## config.mk

```make
export PLATFORM = sky130hd
export DESIGN_NAME = ksps_front
export DESIGN_NICKNAME = d
export VERILOG_FILES = /design/src/hdl/ksps_pkg.sv /design/src/hdl/ksps_front.sv
export SDC_FILE = /design/constraint.sdc
export NUM_CORES = 1
export LEC_CHECK = 0
export BUFFER_PORTS_ARGS = -buffer_cell sky130_fd_sc_hd__buf_2
export CAP_MARGIN = 30
export CORE_MARGIN = 4
export CORE_UTILIZATION = 45
export DETAILED_ROUTE_END_ITERATION = 10
export GPL_TIMING_DRIVEN = 0
export MAX_ROUTING_LAYER = met4
export PLACE_DENSITY = 0.82
export SLEW_MARGIN = 20
export SYNTH_ARGS = -nofsm -noshare
export SYNTH_HDL_FRONTEND = slang
export SYNTH_SLANG_ARGS = --single-unit
```

## constraint.sdc

```tcl
create_clock -name clk -period 18.4 [get_ports clk]
set_input_delay 2.76 -clock clk [delete_from_list [all_inputs] [get_ports clk]]
set_output_delay 2.76 -clock clk [all_outputs]
set_load 0.02 [all_outputs]
```

## src/hdl/ksps_pkg.sv

```systemverilog
package ksps_pkg;

  // Saturated configuration as seen by the datapath
  typedef struct packed {
    logic [5:0]  n;
    logic [11:0] base;
    logic [15:0] zq;
    logic [12:0] cx;
    logic [12:0] cy;
    logic [8:0]  w;
    logic [8:0]  h;
    logic        full;
  } ksps_cfg_t;

  // Classified command from the front end
  typedef struct packed {
    logic               render;
    logic [7:0]         px;
    logic [7:0]         py;
    logic [7:0]         y;
    logic [7:0]         u;
    logic [7:0]         v;
    logic signed [10:0] dx2;
    logic signed [10:0] dy2;
  } ksps_cmd_t;

  localparam int DIV_W = 14;
  localparam int DIV_D = 6;

  typedef struct packed {
    logic             start;
    logic [DIV_W-1:0] dividend;
    logic [DIV_D-1:0] divisor;
  } ksps_div_req_t;

  typedef struct packed {
    logic             busy;
    logic             done;
    logic [DIV_W-1:0] quot;
    logic [DIV_D-1:0] rem;
  } ksps_div_rsp_t;

  typedef enum logic [3:0] {
    B_IDLE, B_ANG_GO, B_ANG_WAIT, B_MUL, B_GET, B_ADDR, B_READ,
    B_Y_GO, B_Y_WAIT, B_U_GO, B_U_WAIT, B_V_GO, B_V_WAIT, B_OUT
  } ksps_state_t;

  typedef enum logic [3:0] {
    CFG_SEGMENTS = 4'd0, CFG_ANGLE = 4'd1, CFG_ZOOM = 4'd2, CFG_CX = 4'd3,
    CFG_CY = 4'd4, CFG_WIDTH = 4'd5, CFG_HEIGHT = 4'd6, CFG_RANGE = 4'd7
  } ksps_cfg_idx_t;

  // Sequencer steps of one segment
  localparam logic [4:0] ST_COS  = 5'd6;
  localparam logic [4:0] ST_ZS   = 5'd12;
  localparam logic [4:0] ST_ZC   = 5'd13;
  localparam logic [4:0] ST_X0   = 5'd14;
  localparam logic [4:0] ST_X1   = 5'd15;
  localparam logic [4:0] ST_Y0   = 5'd16;
  localparam logic [4:0] ST_LAST = 5'd17;

  // Steps within one quarter sine evaluation
  localparam logic [2:0] LS_U2 = 3'd0;
  localparam logic [2:0] LS_H9 = 3'd1;
  localparam logic [2:0] LS_H5 = 3'd2;
  localparam logic [2:0] LS_H3 = 3'd3;
  localparam logic [2:0] LS_H1 = 3'd4;
  localparam logic [2:0] LS_R  = 3'd5;

  localparam logic signed [32:0] PC1 = 33'sd1686629713;
  localparam logic signed [32:0] PC3 = -33'sd693598668;
  localparam logic signed [32:0] PC5 = 33'sd85569306;
  localparam logic signed [32:0] PC7 = -33'sd5026995;
  localparam logic [30:0]        PC9 = 31'd172272;

  localparam logic [15:0] ZOOM_MIN = 16'd1638;
  localparam logic [15:0] ZOOM_MAX = 16'd49152;
  localparam logic [7:0]  CHROMA_OFFSET = 8'd128;
  localparam logic [7:0]  LIM_LO   = 8'd16;
  localparam logic [7:0]  LIM_Y_HI = 8'd235;
  localparam logic [7:0]  LIM_C_HI = 8'd240;

endpackage

```

## src/hdl/ksps_front.sv

```systemverilog
module ksps_front #(
  parameter int MAX_WIDTH  = 256,
  parameter int MAX_HEIGHT = 256
) (
  input  logic                clk,
  input  logic                rst_n,
  input  ksps_pkg::ksps_cfg_t cfg,
  input  logic                in_push,
  output logic                in_full,
  input  logic                in_opcode,
  input  logic [7:0]          in_pixel_x,
  input  logic [7:0]          in_pixel_y,
  input  logic [7:0]          in_luma_in,
  input  logic [7:0]          in_cb_in,
  input  logic [7:0]          in_cr_in,
  output logic                head_valid,
  output ksps_pkg::ksps_cmd_t head,
  input  logic                head_pop
);
  import ksps_pkg::*;

  ksps_cmd_t  q_r [2];
  logic       wp_r, rp_r;
  logic [1:0] cnt_r;
  ksps_cmd_t  cmd;
  logic       in_range, enq, deq;

  always_comb begin
    in_range   = (int'(in_pixel_x) < MAX_WIDTH) && (int'(in_pixel_y) < MAX_HEIGHT);
    cmd.render = in_opcode;
    cmd.px     = in_pixel_x;
    cmd.py     = in_pixel_y;
    cmd.y      = in_luma_in;
    cmd.u      = in_cb_in;
    cmd.v      = in_cr_in;
    cmd.dx2    = $signed({2'b00, in_pixel_x, 1'b0}) - $signed({2'b00, cfg.w - 9'd1});
    cmd.dy2    = $signed({2'b00, in_pixel_y, 1'b0}) - $signed({2'b00, cfg.h - 9'd1});
  end

  assign in_full    = cnt_r == 2'd2;
  // drop loads that fall outside the store
  assign enq        = in_push && !in_full && (in_opcode || in_range);
  assign deq        = head_pop && head_valid;
  assign head_valid = cnt_r != 2'd0;
  assign head       = q_r[rp_r];

  always_ff @(posedge clk) begin
    if (!rst_n) begin
      wp_r  <= 1'b0;
      rp_r  <= 1'b0;
      cnt_r <= 2'd0;
    end else begin
      if (enq) begin
        q_r[wp_r] <= cmd;
        wp_r      <= !wp_r;
      end
      if (deq) begin
        rp_r <= !rp_r;
      end
      cnt_r <= cnt_r + {1'b0, enq} - {1'b0, deq};
    end
  end

endmodule

```

==> key figures, run 1 <==
STA
  • Final max-slew violation count: 0
  • Max-slew headroom: 0.523
  • Highest attainable clock frequency: 204 MHz
  • Final number of setup-violating endpoints: 0
  • Share of the clock period used by the worst path after layout: 0.267
  • RSZ-0062 raised after global routing: no
  • Number of hold violations in the final report: 0
  • Min Tclk post-route: 4910 ps
  • Clock skew: 6.28 ps
  • Slew @ Worst Pin: 712 ps
  • Total negative slack: 0 ps

Floorplanning
  • Horiz. Die Dim: 120 um
  • I/O pin count: 189
  • Die height: 120 um
  • Placeable core region: 12,200 um^2
  • Standard-cell rows: 40
  • Initial Util: 0.464
  • Area enclosed by the die boundary: 14,400 um^2

Synthesis
  • Portion of the post-synthesis area used by sequential elements: 0.667
  • Synth top area share: 0.649
  • Number of warning messages in the yosys log: 0
  • FF+latch count, synth: 127
  • Commonest register cell after synthesis: sky130_fd_sc_hd__edfxtp_1
  • Post-Syn Area: 5640 um^2
  • Gate Count Post-Synth: 342
  • Post-synthesis net count: 486
  • Share of flip-flops with an asynchronous set or reset after synthesis: 0
  • Leading post-synthesis cells by cell area: sky130_fd_sc_hd__edfxtp_1 65%, sky130_fd_sc_hd__mux2_2 12%, sky130_fd_sc_hd__ha_1 4.4%, sky130_fd_sc_hd__xnor2_1 4.0%, sky130_fd_sc_hd__dfxtp_1 1.8%
  • Post-synth cell types: 45
  • Average footprint of a synthesized cell: 16.5 um^2
  • Post-synth EDFFs: 122
  • Leading area contributor after synthesis: sky130_fd_sc_hd__edfxtp_1

Worst setup path
  • Critical path peak fanout: 6
  • Endpoint of the worst register-to-register path: q_r[0][17]
  • Class of the most critical setup path: in -> reg
  • Register-to-Register Setup Slack: 15,970 ps
  • Cell count of the worst reg-to-reg path: 7
  • Data required time at the worst endpoint: 18,580 ps
  • Critical path data arrival time: 5090 ps
  • Crit start category: input port
  • Critical register-to-register path startpoint: cnt_r[0]
  • Type of destination of the critical path: register

Placement
  • PortBufs: 126
  • Final Wtd Congestion: 0.887
  • DP HPWL: 7.96 mm

Cells and area
  • Layout cells sized above 1: 0.490
  • Util after Layout: 0.591
  • Layout overhead on the synthesized area: 27.4%
  • Commonest non-fill, non-tap cell in the layout: sky130_fd_sc_hd__buf_2
  • Most frequent cells in the layout: 132 x sky130_fd_sc_hd__buf_2, 122 x sky130_fd_sc_hd__edfxtp_1, 62 x sky130_fd_sc_hd__mux2_2
  • Antenna diode count: 0
  • Layout Nets: 639

Worst hold path
  • Worst hold path depth: 2
  • Hold Path Origin: rp_r
  • Path type of the worst min-delay path: reg -> reg

Clock tree
  • Number of instances resized during post-cts repair: 0
  • H-tree depth: 4
  • Longest Clk Path Bufs: 2
  • Postcts setup bufs: 0
  • TritonCTS clock tree: built
  • TritonCTS buffer count: 17
  • Total of hold buffers inserted after clock tree synthesis: 0
  • Clock Pin Slew Worst Setup and Hold Paths: 50 ps
  • Clock latency on the worst-skew pair: 410 ps
  • Number of clock sinks seen by CTS: 127
  • CTS root buffer: sky130_fd_sc_hd__clkbuf_16

Route
  • 1st-iter DRT viols: 193
  • Routed wire length: 11.0 mm
  • Antenna-violating nets left: 0
  • Detailed-route via count: 3,399
  • Post-detailed-route DRC marker count: 0
  • Detail-routed via count per cell: 5.03
  • Wire length per cell after detailed routing: 16.2 um
  • Initial DRT Pass Iterations: 4

GRT
  • First-pass GRT wire length: 17.4 mm
  • Number of antenna violations at the first check in global routing: 0
  • Total Routing Usage GR: 0.161
  • Vias in the first global route: 3,635
  • Gr ovfl total: 0
  • Maximum number of pins on one net before global-route repair: 36

Power and ir drop
  • Maximum vdd drop: 65.5 uV
  • Leak: 2.75 nW
  • Cell area power density: 132 nW/um^2

Status
  • Outcome: finished, final reports clean

Run
  • Number of maximum-capacitance constraint violations: 0
## registers in the layout, summed over array words and instances (netlist names), named ones only
register / cells
rp_r: 1
q_r: 122
wp_r: 1
cnt_r: 2
## final cells by class
cell class,instances,area [um^2]
clock inverter,15,194
fill,974,4970
timing repair buffer,134,707
multi-input combinational,193,1780
sequential,127,3760
buffer,10,60.1
inverter,12,45.0
clock buffer,17,425
tap,168,210
## kinds of logic after synthesis
group,after synthesis,synth area share
AO/OA/AOI/OAI,28,0.0395
XOR/XNOR,32,0.0497
adder cells (fa/ha/maj),20,0.0443
buffers and inverters,22,0.0186
flip-flops,127,0.667
multiplexers,64,0.128
AND/OR/NAND/NOR,49,0.0530
## worst max-delay path, stage by stage
cell                       delay (ps)
sky130_fd_sc_hd__buf_2            140
sky130_fd_sc_hd__inv_1            100
sky130_fd_sc_hd__ha_1             230
sky130_fd_sc_hd__inv_1             70
sky130_fd_sc_hd__nor4_1           380
sky130_fd_sc_hd__xnor2_1          120
sky130_fd_sc_hd__ha_1             370
sky130_fd_sc_hd__inv_1             90
sky130_fd_sc_hd__or3_1            360
sky130_fd_sc_hd__a2111o_1         350
sky130_fd_sc_hd__o311ai_1         130
## per-stage QoR
stage / std cells / area (um^2) / total power [mW] / hold WS, ps / setup WS (ps)
final: 676 / 7190 / 0.946 / 566 / 13490
after global routing: 676 / 7190 / 0.991 / 635 / 13290
after CTS: 676 / 7190 / 0.957 / 573 / 13510
after detailed placement: 644 / 6570 / 0.608 / 536 / 13090
after global placement: 636 / 6480 / 0.600 / 523 / 8090
after floorplan: 342 / 5640 / 0.533 / 504 / 10490
## Yosys cell counts (all sizes together), types with 3 or more instances
cell / n
a21oi: 8
nor2: 8
nand3: 5
xor2: 6
buf: 9
nor3: 3
nor4: 6
and2: 4
edfxtp: 122
xnor2: 26
ha: 20
inv: 12
nand2: 9
dfxtp: 5
mux2: 62
## per-layer routing
metal / part of all wire / vias to the layer above / global-route usage / wire length (um)
met5: 0 / - / - / 0
met4: 0.013 / 0 / 0.0608 / 141
met3: 0.053 / 11 / 0.0547 / 579
met2: 0.50 / 98 / 0.264 / 5520
met1: 0.43 / 1662 / 0.184 / 4720
li1: - / 1628 / - / -
## power breakdown
part           total (mW)  internal [mW]  switching, mW
combinational       0.240          0.101          0.139
sequential          0.360          0.353        0.00697
clock               0.346          0.226          0.120
## worst max path at each step
stage,startpoint,endpoint
final,cfg[10],q_r[0][19]
after detailed placement,cfg[10],q_r[0][19]
after global placement,in_push,q_r[0][18]
after floorplan,in_push,q_r[0][0]
after CTS,cfg[10],q_r[0][19]
after global routing,cfg[10],q_r[1][19]
Note: power is estimated with default switching activity, not from simulation.
==> run 2: changes to the inputs <==
==> constraint.sdc (replaced) <==
create_clock -name clk -period 4.6 [get_ports clk]
set_input_delay 0.69 -clock clk [delete_from_list [all_inputs] [get_ports clk]]
set_output_delay 0.69 -clock clk [all_outputs]
set_load 0.02 [all_outputs]
==> key figures, run 2 (same netlist as run 1, synthesis figures left out) <==
Status
  • Outcome: finished, final reports clean

Worst setup path
  • Crit start category: input port
  • Critical path peak fanout: 6
  • Cell count of the worst reg-to-reg path: 6
  • Type of destination of the critical path: register
  • Crit path from: cfg[10]
  • Endpoint of the worst register-to-register path: q_r[0][38]
  • Class of the most critical setup path: in -> reg
  • Endpoint of the most critical setup path: q_r[1][19]
  • Register-to-Register Setup Slack: 2610 ps
  • Critical path data arrival time: 2960 ps
  • Critical register-to-register path startpoint: cnt_r[0]
  • Data required time at the worst endpoint: 4770 ps

STA
  • Number of hold violations in the final report: 0
  • Clock skew: 8.25 ps
  • RSZ-0062 raised after global routing: no
  • Total negative slack: 0 ps
  • Max-slew headroom: 0.676
  • Final max-slew violation count: 0
  • Final number of setup-violating endpoints: 0
  • Highest attainable clock frequency: 358 MHz
  • Min Tclk post-route: 2790 ps
  • Share of the clock period used by the worst path after layout: 0.607
  • Slew @ Worst Pin: 473 ps
  • Post-route setup slack: 1810 ps
  • Worst Hold Margin: 473 ps

GRT
  • First-pass GRT wire length: 17.9 mm
  • Vias in the first global route: 3,591
  • Total Routing Usage GR: 0.165
  • Maximum number of pins on one net before global-route repair: 32
  • Number of antenna violations at the first check in global routing: 0
  • Gr ovfl total: 0

Floorplanning
  • Area enclosed by the die boundary: 14,400 um^2
  • I/O pin count: 189
  • Standard-cell rows: 40
  • Horiz. Die Dim: 120 um
  • Initial Util: 0.464
  • Die height: 120 um
  • Placeable core region: 12,200 um^2

Clock tree
  • Number of instances resized during post-cts repair: 0
  • Total of hold buffers inserted after clock tree synthesis: 0
  • Number of clock sinks seen by CTS: 127
  • H-tree depth: 4
  • Clock latency on the worst-skew pair: 410 ps
  • TritonCTS buffer count: 17
  • Clock Pin Slew Worst Setup and Hold Paths: 50 ps
  • Longest Clk Path Bufs: 2
  • CTS root buffer: sky130_fd_sc_hd__clkbuf_16
  • TritonCTS clock tree: built
  • Postcts setup bufs: 0

Placement
  • PortBufs: 126
  • Worst setup timing slack at the placement stage: 1410 ps
  • Placed cell count: 642
  • Placed standard-cell area: 6590 um^2
  • Final Wtd Congestion: 0.777
  • DP HPWL: 8.14 mm

Cells and area
  • Layout filler cell count: 967
  • Final instance area: 7120 um^2
  • Biggest register: q_r
  • Antenna diode count: 0
  • Layout Nets: 637
  • Layout overhead on the synthesized area: 26.1%
  • Most frequent cells in the layout: 132 x sky130_fd_sc_hd__buf_2, 122 x sky130_fd_sc_hd__edfxtp_1, 62 x sky130_fd_sc_hd__mux2_2
  • Util after Layout: 0.585
  • Layout cells sized above 1: 0.482
  • Regs by FF count: q_r x122, cnt_r x2
  • Max FFs per register: 122
  • Fin cells: 674
  • Commonest non-fill, non-tap cell in the layout: sky130_fd_sc_hd__buf_2

Route
  • Post-detailed-route DRC marker count: 0
  • Detailed-route via count: 3,345
  • Detail-routed via count per cell: 4.96
  • Antenna-violating nets left: 0
  • 1st-iter DRT viols: 182
  • Routed wire length: 11.0 mm
  • Initial DRT Pass Iterations: 4
  • Wire length per cell after detailed routing: 16.3 um

Power and ir drop
  • Leak: 2.72 nW
  • Tot Pwr: 3.59 mW
  • Maximum vdd drop: 239 uV
  • Cell area power density: 505 nW/um^2

Run
  • Number of maximum-capacitance constraint violations: 0

Worst hold path
  • Path type of the worst min-delay path: in -> reg
## run 2: worst min-delay path by stage
stage | start | endpoint | slack, ps | depth (start not counted)
after floorplan | rp_r | register | 500 | 2
after global placement | rp_r | rp_r | 520 | 2
after detailed placement | rp_r | register | 540 | 2
after CTS | in_cr_in[3] | q_r[1][25] | 450 | 1
after global routing | in_cr_in[3] | q_r[1][25] | 450 | 1
final | in_cr_in[3] | q_r[1][25] | 470 | 1
## run 2: final cells by class
class | count | area, um^2 | area share
multi-input combinational | 193 | 1790 | 0.251
sequential | 127 | 3760 | 0.529
timing repair buffer | 132 | 722 | 0.101
clock buffer | 22 | 454 | 0.0638
buffer | 10 | 60.1 | 0.00844
inverter | 12 | 45.0 | 0.00633
clock inverter | 10 | 73.8 | 0.0104
tap | 168 | 210 | 0.0295
## run 2: worst max-delay path, cell delays in order
cell and delay, ps:
sky130_fd_sc_hd__buf_2 140, sky130_fd_sc_hd__inv_1 100, sky130_fd_sc_hd__ha_1 220, sky130_fd_sc_hd__inv_1 70
sky130_fd_sc_hd__nor4_1 290, sky130_fd_sc_hd__xnor2_1 120, sky130_fd_sc_hd__ha_1 380, sky130_fd_sc_hd__inv_1 90
sky130_fd_sc_hd__or3_1 370, sky130_fd_sc_hd__a2111o_1 350, sky130_fd_sc_hd__o311ai_1 130
## run 2: per-layer routing
metal / GRT usage / wire (um)
met1: 0.189 / 4520
met2: 0.275 / 5750
met3: 0.0405 / 475
met4: 0.0737 / 264
met5: - / 0
## run 2: where the power goes
group,switching (mW),total (mW),internal [mW]
combinational,0.559,0.967,0.409
sequential,0.0288,1.44,1.41
clock,0.441,1.19,0.745
==> run 3: changes to the inputs <==
==> constraint.sdc (replaced) <==
create_clock -name clk -period 2.6 [get_ports clk]
set_input_delay 0.39 -clock clk [delete_from_list [all_inputs] [get_ports clk]]
set_output_delay 0.39 -clock clk [all_outputs]
set_load 0.02 [all_outputs]
==> key figures, run 3 (same netlist as run 1, synthesis figures left out) <==
Status
  • Outcome: finished, final reports clean

Placement
  • DP HPWL: 8.07 mm
  • Placed standard-cell area: 6590 um^2
  • Final Wtd Congestion: 0.773
  • Worst setup timing slack at the placement stage: -320 ps
  • PortBufs: 126

Clock tree
  • Number of instances resized during post-cts repair: 0
  • H-tree depth: 4
  • Number of clock sinks seen by CTS: 127
  • Total of hold buffers inserted after clock tree synthesis: 0
  • CTS root buffer: sky130_fd_sc_hd__clkbuf_16
  • TritonCTS buffer count: 17
  • TritonCTS clock tree: built
  • Clock latency on the worst-skew pair: 410 ps
  • Clock Pin Slew Worst Setup and Hold Paths: 50 ps
  • Postcts setup bufs: 0
  • Longest Clk Path Bufs: 2

Route
  • Detailed-route via count: 3,381
  • Initial DRT Pass Iterations: 4
  • Post-detailed-route DRC marker count: 0
  • 1st-iter DRT viols: 165
  • Antenna-violating nets left: 0
  • Routed wire length: 11.1 mm
  • Wire length per cell after detailed routing: 16.4 um
  • Detail-routed via count per cell: 5.01

Run
  • Number of maximum-capacitance constraint violations: 0

Worst hold path
  • Hold Path Origin: in_cb_in[4]
  • Path type of the worst min-delay path: in -> reg

GRT
  • First-pass GRT wire length: 17.4 mm
  • Maximum number of pins on one net before global-route repair: 38
  • Vias in the first global route: 3,553
  • Total Routing Usage GR: 0.162
  • Gr ovfl total: 0
  • Number of antenna violations at the first check in global routing: 1

Floorplanning
  • Standard-cell rows: 40
  • Initial Util: 0.464
  • Die height: 120 um
  • Placeable core region: 12,200 um^2
  • Horiz. Die Dim: 120 um
  • I/O pin count: 189
  • Area enclosed by the die boundary: 14,400 um^2

Worst setup path
  • Class of the most critical setup path: in -> reg
  • Crit path largest cell delay: 590 ps
  • Critical path peak fanout: 6
  • Count of buffer and inverter cells on the critical path: 2
  • Type of destination of the critical path: register
  • Critical path data arrival time: 2610 ps
  • Crit start category: input port
  • Critical register-to-register path startpoint: cnt_r[1]
  • Crit-path cells: buf_2 > or4_4 > nor4_4 > xnor2_1 > ha_1 > inv_1 > nor4_1 > a2111oi_1 > o211ai_2
  • Crit path from: cfg[4]
  • CP delay by family, top: simple AND/OR/NAND/NOR gates
  • Critical-path top delay cell: sky130_fd_sc_hd__or4_4
  • Data required time at the worst endpoint: 2710 ps

Cells and area
  • Most frequent cells in the layout: 132 x sky130_fd_sc_hd__buf_2, 122 x sky130_fd_sc_hd__edfxtp_1, 62 x sky130_fd_sc_hd__mux2_2
  • Layout overhead on the synthesized area: 28.1%
  • Commonest non-fill, non-tap cell in the layout: sky130_fd_sc_hd__buf_2
  • Biggest register: q_r
  • Layout Nets: 637
  • Util after Layout: 0.594
  • Regs by FF count: q_r x122, cnt_r x2
  • Max FFs per register: 122
  • Layout cells sized above 1: 0.496
  • Final instance area: 7230 um^2
  • Layout filler cell count: 952

STA
  • Final number of setup-violating endpoints: 0
  • Post-route setup slack: 102 ps
  • Slew @ Worst Pin: 506 ps
  • Min Tclk post-route: 2500 ps
  • Clock skew: 8.71 ps
  • Final max-slew violation count: 0
  • Max-slew headroom: 0.662
  • RSZ-0062 raised after global routing: no
  • Highest attainable clock frequency: 400 MHz
  • Number of hold violations in the final report: 0
  • Share of the clock period used by the worst path after layout: 0.961

Power and ir drop
  • Tot Pwr: 6.68 mW
  • Cell area power density: 924 nW/um^2
  • Leak: 2.74 nW
  • Maximum vdd drop: 479 uV
run 3: changes by cell type in the layout (fill, tap and decap cells not counted), sizes merged:
| cell | delta |
|---|---|
| clkbuf | +1 |
| clkinv | -7 |
| bufinv | +2 |
| diode | +1 |
| clkinvlp | +4 |
run 3: path summary, 6_finish.rpt:
path                     end  slack, ps  cells past startpoint
setup / recovery   q_r[0][8]        100                      9
setup reg to reg    cnt_r[1]        690                      8
hold / removal    q_r[1][34]        170                      1
hold reg to reg     register        540                      2
run 3: report_power, final:
group	switching (mW)	leakage, nW	internal [mW]
Sequential	0.0513	1.16	2.50
Combinational	0.995	1.29	0.722
Clock	0.784	0.297	1.63
run 3: worst reg2reg max path: stages (launching register included):
cell                      delay, ps
sky130_fd_sc_hd__dfxtp_1        340
sky130_fd_sc_hd__or2_2          310
sky130_fd_sc_hd__and2_1         190
sky130_fd_sc_hd__ha_1           270
sky130_fd_sc_hd__inv_1           40
sky130_fd_sc_hd__ha_1           190
sky130_fd_sc_hd__xnor2_1        220
sky130_fd_sc_hd__xnor2_1         90
sky130_fd_sc_hd__and2_1         160
run 3: through the flow:
stage	cells	hold slack [ps]	setup TNS (ps)
2_1_floorplan	342	489	0
3_3_place_gp	636	519	-91130
3_5_place_dp	642	527	-1220
4_1_cts	674	151	0
5_1_grt	675	148	0
6_report	675	174	0
run 3: layout make-up:
class,instances,area (um^2),area share
flip-flops and latches,127,3760,0.521
multi-input cells,193,1800,0.249
repair buffers,132,718,0.0994
clock buffers,23,498,0.0689
well taps,168,210,0.0291
clock inverters,9,130,0.0180
plain buffers,10,60.1,0.00831
inverters,12,45.0,0.00623
diodes,1,2.50,0.000346
run 3: metal layers:
metal	wire [um]	track usage
met1	4700	0.188
met2	5660	0.268
met3	555	0.0448
met4	180	0.0623
met5	0	-
